**src/rtl/iprm_pkg.sv**
```systemverilog
// Shared types and constants for the ICMP probe reply matcher.
package iprm_pkg;

  localparam int MAX_PKT_BYTES_DEF = 256;
  localparam int CFG_DATA_W        = 32;
  localparam int CFG_IDX_W         = 3;

  // Register indexes of the configuration port
  typedef enum logic [CFG_IDX_W-1:0] {
    REG_IP_VERSION    = 3'd0,
    REG_PROBE_KIND    = 3'd1,
    REG_ECHO_ID       = 3'd2,
    REG_PING_SEQ      = 3'd3,
    REG_PING_COOKIE   = 3'd4,
    REG_ECHO_PORT_TAG = 3'd5,
    REG_PROBE_PORT    = 3'd6,
    REG_LOCAL_PORT    = 3'd7
  } cfg_idx_t;

  localparam logic IPV_V4 = 1'b0;
  localparam logic IPV_V6 = 1'b1;

  localparam logic KIND_ECHO = 1'b0;
  localparam logic KIND_UDP  = 1'b1;

  // ICMP message types and codes, and the IP protocol number of UDP
  localparam logic [7:0] ICMP4_ECHO_REPLY   = 8'd0;
  localparam logic [7:0] ICMP6_PING_REPLY   = 8'd129;
  localparam logic [7:0] ICMP4_DEST_UNREACH = 8'd3;
  localparam logic [7:0] ICMP4_PORT_UNREACH = 8'd3;
  localparam logic [7:0] ICMP6_DEST_UNREACH = 8'd1;
  localparam logic [7:0] ICMP6_PORT_UNREACH = 8'd4;
  localparam logic [7:0] IP_PROTO_UDP       = 8'd17;

  typedef struct packed {
    logic        ip_version;
    logic        probe_kind;
    logic [15:0] echo_id;
    logic [15:0] ping_seq;
    logic [31:0] ping_cookie;
    logic [15:0] echo_port_tag;
    logic [15:0] probe_port;
    logic [15:0] local_port;
  } cfg_t;

  // One byte moving from the input stage into the packet state
  typedef struct packed {
    logic       go;
    logic       last;
    logic [7:0] pkt_byte;
  } step_t;

  // Per-byte outcome of the field compares
  typedef struct packed {
    logic [2:0] hit_cnt;
    logic       miss;
    logic [5:0] icmp_off;
    logic [7:0] inner_off;
  } exam_t;

  typedef struct packed {
    logic is_match;
    logic too_short;
  } res_t;

endpackage

```
**src/rtl/iprm_cfg_regs.sv**
```systemverilog
// Configuration register file of the ICMP probe reply matcher.
module iprm_cfg_regs import iprm_pkg::*; (
  input  logic                  clk,
  input  logic                  rst_n,
  input  logic                  cfg_wr_en,
  input  logic [CFG_IDX_W-1:0]  cfg_index,
  input  logic [CFG_DATA_W-1:0] cfg_wdata,
  output cfg_t                  cfg
);

  cfg_t cfg_r;
  cfg_t cfg_nxt;

  always_comb begin
    cfg_nxt = cfg_r;
    if (cfg_wr_en) begin
      unique case (cfg_idx_t'(cfg_index))
        REG_IP_VERSION:    cfg_nxt.ip_version    = cfg_wdata[0];
        REG_PROBE_KIND:    cfg_nxt.probe_kind    = cfg_wdata[0];
        REG_ECHO_ID:       cfg_nxt.echo_id       = cfg_wdata[15:0];
        REG_PING_SEQ:      cfg_nxt.ping_seq      = cfg_wdata[15:0];
        REG_PING_COOKIE:   cfg_nxt.ping_cookie   = cfg_wdata[31:0];
        REG_ECHO_PORT_TAG: cfg_nxt.echo_port_tag = cfg_wdata[15:0];
        REG_PROBE_PORT:    cfg_nxt.probe_port    = cfg_wdata[15:0];
        REG_LOCAL_PORT:    cfg_nxt.local_port    = cfg_wdata[15:0];
        default:           cfg_nxt = cfg_r;
      endcase
    end
  end

  always_ff @(posedge clk) begin
    if (!rst_n) begin
      cfg_r <= '0;
    end else begin
      cfg_r <= cfg_nxt;
    end
  end

  assign cfg = cfg_r;

endmodule

```
**src/rtl/iprm_examine.sv**
```systemverilog
// Per-byte field compares of the ICMP probe reply matcher.
module iprm_examine import iprm_pkg::*; #(
  parameter int MAX_PKT_BYTES = MAX_PKT_BYTES_DEF,
  localparam int PW = $clog2(MAX_PKT_BYTES)
) (
  input  cfg_t          cfg,
  input  logic [PW-1:0] pos,
  input  logic [7:0]    pkt_byte,
  input  logic [5:0]    icmp_off_r,
  input  logic [7:0]    inner_off_r,
  output exam_t         exam
);

  localparam int XW = (PW > 9) ? PW : 9;

  // ICMPv6 port-unreachable layout (fixed positions)
  localparam int V6_NXT_HDR_POS  = 14;
  localparam int V6_SRC_PORT_POS = 48;
  localparam int V6_DST_PORT_POS = 50;

  // Returns {hit, miss} for byte b at p against the big-endian field [base, base+n)
  function automatic logic [1:0] cmp_field(input logic [XW-1:0] p,
                                           input logic [XW-1:0] base,
                                           input logic [2:0]    n,
                                           input logic [31:0]   exp_v,
                                           input logic [7:0]    b);
    logic [XW-1:0] diff;
    logic          in_fld;
    logic [1:0]    k;
    logic [4:0]    sh;
    logic [7:0]    eb;
    diff   = p - base;
    in_fld = (p >= base) && (diff < XW'(n));
    k      = 2'(n - 3'd1 - {1'b0, diff[1:0]});
    sh     = {k, 3'b000};
    eb     = 8'(exp_v >> sh);
    return {in_fld && (eb == b), in_fld && (eb != b)};
  endfunction

  always_comb begin
    logic [XW-1:0] p;
    logic [XW-1:0] off;
    logic [5:0]    icmp_off;
    logic [7:0]    inner;
    logic [1:0]    c0, c1, c2, c3, c4;
    p        = XW'(pos);
    icmp_off = icmp_off_r;
    if (cfg.ip_version == IPV_V4 && pos == '0) begin
      icmp_off = {pkt_byte[3:0], 2'b00};
    end
    off   = (cfg.ip_version == IPV_V6) ? '0 : XW'(icmp_off);
    inner = inner_off_r;
    c0 = '0;
    c1 = '0;
    c2 = '0;
    c3 = '0;
    c4 = '0;
    if (cfg.probe_kind == KIND_ECHO) begin
      c0 = cmp_field(p, off, 3'd1,
                     (cfg.ip_version == IPV_V6) ? 32'(ICMP6_PING_REPLY) : 32'(ICMP4_ECHO_REPLY),
                     pkt_byte);
      c1 = cmp_field(p, off + XW'(4), 3'd2, 32'(cfg.echo_id), pkt_byte);
      c2 = cmp_field(p, off + XW'(6), 3'd2, 32'(cfg.ping_seq), pkt_byte);
      c3 = cmp_field(p, off + XW'(8), 3'd4, cfg.ping_cookie, pkt_byte);
      c4 = cmp_field(p, off + XW'(12), 3'd2, 32'(cfg.echo_port_tag), pkt_byte);
    end else if (cfg.ip_version == IPV_V4) begin
      c0 = cmp_field(p, off, 3'd1, 32'(ICMP4_DEST_UNREACH), pkt_byte);
      c1 = cmp_field(p, off + XW'(1), 3'd1, 32'(ICMP4_PORT_UNREACH), pkt_byte);
      // quoted IP header: its IHL places the inner UDP header
      if (p == off + XW'(8)) begin
        inner = 8'(icmp_off) + 8'd8 + {2'b00, pkt_byte[3:0], 2'b00};
      end
      c2 = cmp_field(p, off + XW'(17), 3'd1, 32'(IP_PROTO_UDP), pkt_byte);
      if (p >= off + XW'(8)) begin
        c3 = cmp_field(p, XW'(inner), 3'd2, 32'(cfg.local_port), pkt_byte);
        c4 = cmp_field(p, XW'(inner) + XW'(2), 3'd2, 32'(cfg.probe_port), pkt_byte);
      end
    end else begin
      c0 = cmp_field(p, '0, 3'd1, 32'(ICMP6_DEST_UNREACH), pkt_byte);
      c1 = cmp_field(p, XW'(1), 3'd1, 32'(ICMP6_PORT_UNREACH), pkt_byte);
      c2 = cmp_field(p, XW'(V6_NXT_HDR_POS), 3'd1, 32'(IP_PROTO_UDP), pkt_byte);
      c3 = cmp_field(p, XW'(V6_SRC_PORT_POS), 3'd2, 32'(cfg.local_port), pkt_byte);
      c4 = cmp_field(p, XW'(V6_DST_PORT_POS), 3'd2, 32'(cfg.probe_port), pkt_byte);
    end
    exam.hit_cnt   = 3'(c0[1]) + 3'(c1[1]) + 3'(c2[1]) + 3'(c3[1]) + 3'(c4[1]);
    exam.miss      = c0[0] | c1[0] | c2[0] | c3[0] | c4[0];
    exam.icmp_off  = icmp_off;
    exam.inner_off = inner;
  end

endmodule

```
**src/rtl/iprm_pkt_state.sv**
```systemverilog
// Per-packet accumulation and end-of-packet verdict of the probe reply matcher.
module iprm_pkt_state import iprm_pkg::*; #(
  parameter int MAX_PKT_BYTES = MAX_PKT_BYTES_DEF
) (
  input  logic  clk,
  input  logic  rst_n,
  input  cfg_t  cfg,
  input  step_t step,
  output res_t  res
);

  localparam int PW = $clog2(MAX_PKT_BYTES);
  localparam int CW = $clog2(MAX_PKT_BYTES + 1);

  localparam int MIN_LEN_ECHO_V4 = 28;
  localparam int MIN_LEN_ECHO_V6 = 8;
  localparam int MIN_LEN_UDP     = 56;
  localparam int REQ_ECHO        = 11;
  localparam int REQ_UDP         = 7;

  logic [CW-1:0] cnt_r,       cnt_nxt;
  logic [5:0]    icmp_off_r,  icmp_off_nxt;
  logic [7:0]    inner_off_r, inner_off_nxt;
  logic          miss_r,      miss_nxt;
  logic [4:0]    pass_r,      pass_nxt;
  exam_t         exam;

  iprm_examine #(.MAX_PKT_BYTES(MAX_PKT_BYTES)) u_examine (
    .cfg         (cfg),
    .pos         (cnt_r[PW-1:0]),
    .pkt_byte    (step.pkt_byte),
    .icmp_off_r  (icmp_off_r),
    .inner_off_r (inner_off_r),
    .exam        (exam)
  );

  always_comb begin
    logic [CW-1:0] min_len;
    logic [4:0]    req;
    logic          short_pkt;
    cnt_nxt       = cnt_r;
    icmp_off_nxt  = icmp_off_r;
    inner_off_nxt = inner_off_r;
    miss_nxt      = miss_r;
    pass_nxt      = pass_r;
    res           = '0;
    // bytes past the examined window only advance to the final byte
    if (step.go && cnt_r < CW'(MAX_PKT_BYTES)) begin
      cnt_nxt       = cnt_r + CW'(1);
      icmp_off_nxt  = exam.icmp_off;
      inner_off_nxt = exam.inner_off;
      miss_nxt      = miss_r | exam.miss;
      pass_nxt      = pass_r + 5'(exam.hit_cnt);
    end
    if (cfg.probe_kind == KIND_ECHO) begin
      min_len = (cfg.ip_version == IPV_V6) ? CW'(MIN_LEN_ECHO_V6) : CW'(MIN_LEN_ECHO_V4);
      req     = 5'(REQ_ECHO);
    end else begin
      min_len = CW'(MIN_LEN_UDP);
      req     = 5'(REQ_UDP);
    end
    short_pkt     = cnt_nxt < min_len;
    res.too_short = short_pkt;
    res.is_match  = !short_pkt && !miss_nxt && (pass_nxt == req);
    if (step.go && step.last) begin
      cnt_nxt       = '0;
      icmp_off_nxt  = '0;
      inner_off_nxt = '0;
      miss_nxt      = 1'b0;
      pass_nxt      = '0;
    end
  end

  always_ff @(posedge clk) begin
    if (!rst_n) begin
      cnt_r       <= '0;
      icmp_off_r  <= '0;
      inner_off_r <= '0;
      miss_r      <= 1'b0;
      pass_r      <= '0;
    end else begin
      cnt_r       <= cnt_nxt;
      icmp_off_r  <= icmp_off_nxt;
      inner_off_r <= inner_off_nxt;
      miss_r      <= miss_nxt;
      pass_r      <= pass_nxt;
    end
  end

endmodule

```
**src/rtl/icmp_probe_reply_matcher.sv**
```systemverilog
// Top level of the ICMP probe reply matcher: input stage, result register, assertions.
//
// Accepts one packet byte per cycle, back to back, and gives one verdict
// (is_match, too_short) per packet: out_valid rises at the clock edge after
// the one that accepts its final byte, provided the result register is free
// then. Each byte is registered, compared against the configured probe
// fields in one pass of logic and folded into the per-packet counters; the
// verdict is held in an output register. Input stall rises only while a final
// byte waits behind an earlier verdict that the result side has not yet taken.
// Only the first MAX_PKT_BYTES bytes of a packet are examined. The user must write
// configuration only while no packet is in flight; the block does not enforce it.
module icmp_probe_reply_matcher import iprm_pkg::*; #(
  parameter int MAX_PKT_BYTES = MAX_PKT_BYTES_DEF
) (
  input  logic                  clk,
  input  logic                  rst_n,
  input  logic                  in_valid,
  output logic                  in_stall,
  input  logic [7:0]            in_pkt_byte,
  input  logic                  in_last_byte,
  output logic                  out_valid,
  input  logic                  out_stall,
  output logic                  out_is_match,
  output logic                  out_too_short,
  input  logic                  cfg_wr_en,
  input  logic [CFG_IDX_W-1:0]  cfg_index,
  input  logic [CFG_DATA_W-1:0] cfg_wdata
);

  cfg_t       cfg;
  step_t      step;
  res_t       res;

  logic       s1_vld_r,  s1_vld_nxt;
  logic [7:0] s1_byte_r;
  logic       s1_last_r;
  logic       out_vld_r, out_vld_nxt;
  res_t       out_res_r;

  logic       in_xfer;
  logic       out_free;
  logic       s1_go;

  iprm_cfg_regs u_cfg_regs (
    .clk       (clk),
    .rst_n     (rst_n),
    .cfg_wr_en (cfg_wr_en),
    .cfg_index (cfg_index),
    .cfg_wdata (cfg_wdata),
    .cfg       (cfg)
  );

  iprm_pkt_state #(.MAX_PKT_BYTES(MAX_PKT_BYTES)) u_pkt_state (
    .clk   (clk),
    .rst_n (rst_n),
    .cfg   (cfg),
    .step  (step),
    .res   (res)
  );

  // a final byte may advance only if the result register is free this cycle
  assign out_free = !out_vld_r || !out_stall;
  assign s1_go    = s1_vld_r && (!s1_last_r || out_free);
  assign in_stall = s1_vld_r && !s1_go;
  assign in_xfer  = in_valid && !in_stall;

  assign step.go       = s1_go;
  assign step.last     = s1_last_r;
  assign step.pkt_byte = s1_byte_r;

  always_comb begin
    s1_vld_nxt = s1_vld_r;
    if (in_xfer) begin
      s1_vld_nxt = 1'b1;
    end else if (s1_go) begin
      s1_vld_nxt = 1'b0;
    end
    out_vld_nxt = out_vld_r;
    if (s1_go && s1_last_r) begin
      out_vld_nxt = 1'b1;
    end else if (!out_stall) begin
      out_vld_nxt = 1'b0;
    end
  end

  always_ff @(posedge clk) begin
    if (!rst_n) begin
      s1_vld_r  <= 1'b0;
      out_vld_r <= 1'b0;
    end else begin
      s1_vld_r  <= s1_vld_nxt;
      out_vld_r <= out_vld_nxt;
    end
  end

  always_ff @(posedge clk) begin
    if (in_xfer) begin
      s1_byte_r <= in_pkt_byte;
      s1_last_r <= in_last_byte;
    end
    if (s1_go && s1_last_r) begin
      out_res_r <= res;
    end
  end

  assign out_valid     = out_vld_r;
  assign out_is_match  = out_res_r.is_match;
  assign out_too_short = out_res_r.too_short;

`ifndef SYNTHESIS
  a_stall_cause: assert property (@(posedge clk) disable iff (!rst_n)
    in_stall |-> (s1_vld_r && s1_last_r && out_vld_r && out_stall))
    else $error("input stalled without a held verdict");

  a_verdict_src: assert property (@(posedge clk) disable iff (!rst_n)
    (out_valid && !$past(out_valid && out_stall)) |-> $past(s1_go && s1_last_r))
    else $error("verdict appeared without a final byte");

  a_verdict_excl: assert property (@(posedge clk) disable iff (!rst_n)
    out_valid |-> !(out_is_match && out_too_short))
    else $error("short packet reported as match");
`endif

endmodule

```
**config.mk**
```make
export PLATFORM = sky130hd
export DESIGN_NAME = icmp_probe_reply_matcher
export DESIGN_NICKNAME = d
export VERILOG_FILES = /design/src/rtl/iprm_pkg.sv /design/src/rtl/iprm_cfg_regs.sv /design/src/rtl/iprm_examine.sv /design/src/rtl/iprm_pkt_state.sv /design/src/rtl/icmp_probe_reply_matcher.sv
export SDC_FILE = /design/constraint.sdc
export NUM_CORES = 1
export LEC_CHECK = 0
export BUFFER_PORTS_ARGS = -buffer_cell sky130_fd_sc_hd__buf_2
export CORE_MARGIN = 5
export CORE_UTILIZATION = 50
export CTS_CLUSTER_DIAMETER = 40
export DETAILED_ROUTE_END_ITERATION = 12
export PLACE_DENSITY = 0.63
export SYNTH_ARGS = -nofsm -noshare
export SYNTH_HDL_FRONTEND = slang
export SYNTH_SLANG_ARGS = --single-unit
```
**constraint.sdc**
```tcl
create_clock -name clk -period 14.4 [get_ports clk]
set_clock_uncertainty 0.1 [all_clocks]
set_input_delay 2.88 -clock clk [delete_from_list [all_inputs] [get_ports clk]]
set_output_delay 2.88 -clock clk [all_outputs]
set_load 0.1 [all_outputs]
```
=== After elaboration in Yosys (flattened, before gate mapping) ===
Cells that the tools add are included.

* Memory bits (read-only): 0
* Latch bits: 0
* Register bits after elaboration: 156
* Logic and storage cells: 253
* Memories: 0
* RAM bits: 0

* Bitwise operators: 7
* Muxes and demuxes: 28
* Div/mod/pow operators: 0
* Reductions and logical operators: 73
* Magnitude comparators: 29
* Equality and inequality tests: 40
* Shift operators: 15
* Add/subtract/negate cells: 42
* Multiply operators: 0

{| class="wikitable"
|+ Operators with widths
! cell !! count
|-
| equality test 8 bit || 15
|-
| != test 8 bit || 15
|-
| right shift 16 x 5 -> 8 bit || 7
|-
| less-than comparator 9 x 2 -> 1 bit, second input constant || 7
|-
| logical AND 1 bit || 51
|-
| greater-or-equal comparator 8 x 7 -> 1 bit || 6
|-
| less-than comparator 9 x 1 -> 1 bit, second input constant || 5
|-
| subtractor 8 x 7 -> 9 bit || 5
|-
| 2-to-1 mux 8 bit || 4
|-
| right shift 32 x 5 -> 8 bit || 1
|-
| subtractor 1 x 2 -> 2 bit, first input constant || 13
|-
| 2-to-1 mux 2 bit || 12
|-
| adder 6 x 4 -> 7 bit, second input constant || 3
|-
| 2-to-1 mux 9 bit || 2
|-
| subtractor 8 x 6 -> 9 bit, second input constant || 2
|-
| subtractor 8 x 9 -> 9 bit || 2
|-
| greater-or-equal comparator 8 x 6 -> 1 bit, second input constant || 2
|-
| AND reduction 2 bit || 8
|-
| right shift 2 x 5 -> 8 bit, first input constant || 2
|-
| right shift 5 x 5 -> 8 bit, first input constant || 2
|-
| adder 6 x 3 -> 7 bit, second input constant || 2
|-
| equality test 3 bit, second input constant || 4
|-
| 2-to-1 mux 6 bit || 2
|-
| 2-to-1 mux 5 bit || 2
|-
| 42 further kinds || 60
|}

=== Longest topological paths before layout ===
* Word-level depth: 24
* Mapped depth: 40

=== By module ===
Synthesis repeated with hierarchy kept, for this count alone.

* Cells, all modules: 1395
* Area, all modules: 11803.8 um^2

{| class="wikitable"
|+ Modules (own cells, without submodules)
! module !! times used !! cells an instance !! area each (um^2)
|-
| iprm_examine || 1 || 803 || 5770.5
|-
| iprm_cfg_regs || 1 || 412 || 4244.1
|-
| iprm_pkt_state || 1 || 158 || 1363.8
|-
| icmp_probe_reply_matcher || 1 || 22 || 425.4
|}

=== Worst setup path before layout ===
No wires, ideal clock.

* Kind: register to register
* Start point: register u_pkt_state.cnt_r[1]
* End point: register out_res_r, in the netlist out_is_match (data pin)
* Clock period less this slack: 8.674 ns
* Stages on the path, launching flop included: 35
* Slack: 5.726 ns
* Data required time: 14.133 ns
* Setup time: 0.167 ns
* Arrival time: 8.407 ns
* Buffers on the path: 4
* Cells stage by stage: dfxtp_1 -> clkbuf_1 -> inv_1 -> clkbuf_1 -> ha_1 -> nand2_1 -> or4_1 -> buf_2 -> nor2_1 -> a21oi_2 -> nor2_1 -> nand2_1 -> xnor2_1 -> ha_1 -> nand4b_1 -> nor2_1 -> buf_1 -> mux2i_1 -> ha_1 -> a31o_2 -> o41a_1 -> or4_1 -> a31oi_1 -> and4b_1 -> o21ai_1 -> o41ai_1 -> fa_1 -> fa_1 -> ha_1 -> fa_1 -> xnor2_1 -> o21ai_0 -> and3_1 -> o211ai_1 -> a211oi_1

{| class="wikitable"
|+ RTL lines
! item !! line !! source
|-
| from (decl) || iprm_pkt_state.sv:21 || <nowiki>logic [CW-1:0] cnt_r, cnt_nxt;</nowiki>
|-
| from (signal assigned) || iprm_pkt_state.sv:82 || <nowiki>cnt_r <= cnt_nxt;</nowiki>
|-
| to (signal assigned) || icmp_probe_reply_matcher.sv:102 || <nowiki>out_res_r <= res;</nowiki>
|-
| to (decl) || icmp_probe_reply_matcher.sv:38 || <nowiki>res_t out_res_r;</nowiki>
|}

==> run metrics <==
Reg area between 3000 and 4000 um2; CP delay by family, top simple AND/OR/NAND/NOR gates; CP arrival roughly 9.6 ns; die area between 20,000 and 30,000 um2; filler cell count 2,267; Yosys cell types 86; multiplexer share of the synthesized area 7.82%; Slew Limit Fails 0; area grow syn2layout 9.57%; syn avg cell area 7.93 um2; Max Fanout on Critical Path 19; final hold violation count 0; adder and majority gate portion of the synthesized area around a tenth; Peak Freq 0.106 GHz; commonest cells in the netlist 288 x nand2_1, 145 x dfxtp_1, 118 x a21boi_0, 117 x nor2_1, 79 x ha_1; largest area contributor in the netlist dfxtp_1; die height roughly 160 um; share of cells above drive strength 1 around 9.6%; crit path launch type register; Tmin final 9.48 ns; Post-route DRC 0; total track usage a little over a quarter; io pins 53; post-synth top area share between 20% and 30%; RSZ-0062 raised after global routing no; placed insts ~1,800; count leader, synth nand2_1; CP max stage delay 0.69 ns; Post-synth EDFFs 11; hold wc startpoint u_cfg_regs.cfg[59]; Worst Setup SP u_pkt_state.cnt_r[1]; outcome finished clean; Die X ~160 um; Least-Margin Pin Slew roughly 1.1 ns; Worst Setup End Kind register; FF+latch count, synth 156; Netlist Area Pre-Place 11,900 um2; xor/xnor share of the synthesized area 7.34%; final WL between 30 and 40 mm; crit share post-route 65.8%; Post-CTS Setup Bufs 0; Hold-fix buffers, CTS 0; Compound-Gate Fraction of Synth Area approximately 19%; clk sink count 156; # port buffers 52; Detail Route Antenna Nets 0; gpl congestion 0.924; Detail Placement HPWL about 25 mm; FF-to-FF Start u_pkt_state.cnt_r[1]; ys async rst share 0%; Initial DRC Count 960; max-cap violations 0; Leak between 4 and 5 nW; Post-Syn Instances 1,504; Worst-Skew Late Latency 0.44 ns; top post-synthesis cells by area dfxtp_1 24%, nand2_1 9.1%, ha_1 8.3%, a21boi_0 7.4%, xnor2_1 5.3%; vias in the first global route 10,500; CTS clock-pin slew for the worst setup and hold paths 0.07 ns; crit path kind reg2reg; endpoints failing setup 0; Pwr Density 90.7 nW/um2; simple-gate area share of the yosys netlist around 24%; Slew HR about 25%; H-tree levels 4; initial antenna violation count 0; row cnt 56; worst vdd ir 0.0777 mV; Cell Count, Final, Fillers Out around 1,800; core area roughly 23,000 um2; Main synth FF type dfxtp_1; Mapped Nets 1,640; largest family of logic cells by synthesized area simple AND/OR/NAND/NOR gates; ANT cells 0; area taken by multi-input logic gates just over 8000 um2; GR Overflow Total 0; Vias per Instance 5.84; total CTS buffers 17; sequential-to-total area share from yosys stat 27.1%; CTS Buffer Depth 2; DR pass1 iterations 6; critical path required time between 10 and 15 ns; Wirelength per Cell between 15 and 20 um; TritonCTS clock tree yes; WP buf/inv 2; Hold WC Path Type reg2reg; post_cts resized 0; initial core utilization 50.8%; Vias 10,800; Yosys Warn Count 0; Worst path slowest cell nor2_1; Setup TNS 0 ns; first-pass GRT wire length 55.6 mm; Final #Nets 1,654; clk root buf clkbuf_16; pin count of the biggest net entering global routing 111
cells by family after synthesis:
| group | count (synthesis) |
|---|---|
| DFF | 156 |
| and+or+nand+nor | 615 |
| xor gates and xnor gates | 100 |
| buffers and inverters | 142 |
| muxes | 81 |
| AOI/OAI and AO/OA | 323 |
| adders and majority gates | 87 |
where the power goes:
| part | total [W] | switching, W | internal [W] |
|---|---|---|---|
| clock network | 0.000506 | 0.000208 | 0.000298 |
| logic | 0.000227 | 0.000139 | 0.0000877 |
| registers | 0.000453 | 0.00000698 | 0.000446 |
| total | 0.00119 | 0.000354 | 0.000831 |
final cells by class:
cell class	count	area share, %
multi-input combinational	1206	62.3
sequential	156	24.7
clock buffer	17	3.26
timing repair buffer	72	3.14
tap	319	3.05
inverter	65	1.87
clock inverter	14	1.69
final timing paths:
path	to	slack, ns	cells after the start
setup / recovery	out_is_match	4.92	31
hold / removal	u_cfg_regs.cfg[59]	0.36	2
setup reg to reg	out_is_match	4.92	31
hold reg to reg	u_cfg_regs.cfg[59]	0.36	2
through the flow:
stage	area, um2	util, %	hold slack [ns]	total power (W)	worst slack [ns]
6_report	13100	55.7	0.362	0.00119	4.92
3_3_place_gp	12400	52.9	0.350	0.000684	5.28
4_1_cts	13100	55.7	0.365	0.00119	5.04
3_5_place_dp	12400	52.9	0.356	0.000687	5.07
2_1_floorplan	11900	-	0.340	0.000627	5.73
5_1_grt	13100	55.7	0.385	0.00124	4.21
worst min-delay path: stages, from the launching register on:
cell and delay [ns]:
dfxtp_1 0.31, nand2_1 0.04, a21boi_0 0.06
flip-flops by register name, summed over array words and instances (netlist names):
register / cells
u_cfg_regs.cfg: 114
u_pkt_state.cnt_r: 9
s1_byte_r: 8
u_pkt_state.inner_off_r: 8
u_pkt_state.icmp_off_r: 6
u_pkt_state.pass_r: 5
out_is_match: 1
out_too_short: 1
out_valid: 1
s1_last_r: 1
s1_vld_r: 1
u_pkt_state.miss_r: 1
cell usage in the layout, fill, tap and decap left out, types with 10 or more instances in the layout:
cell	count
xor2_1	28
buf_2	52
or3_1	10
nand2b_1	23
inv_1	61
nand2_1	288
a31oi_1	12
nor4_1	11
a211oi_1	13
ha_1	78
nor2_1	116
dfxtp_1	145
and3_1	14
clkbuf_16	17
nor2b_1	20
a21oi_1	55
nand4_1	17
mux2i_1	58
edfxtp_1	11
mux2_2	14
nand3_1	30
o22ai_1	12
o21ai_0	34
xnor2_1	72
buf_4	20
a21boi_0	118
or4_1	10
nor3_1	25
layer usage:
metal	up-vias	part of all wire, %	global-route usage (%)
li1	5302	-	-
met1	5079	44	33.3
met2	312	47	44.7
met3	97	4.3	2.99
met4	0	4.2	11.5
met5	-	0	0
(Power assumes the default switching activity.)
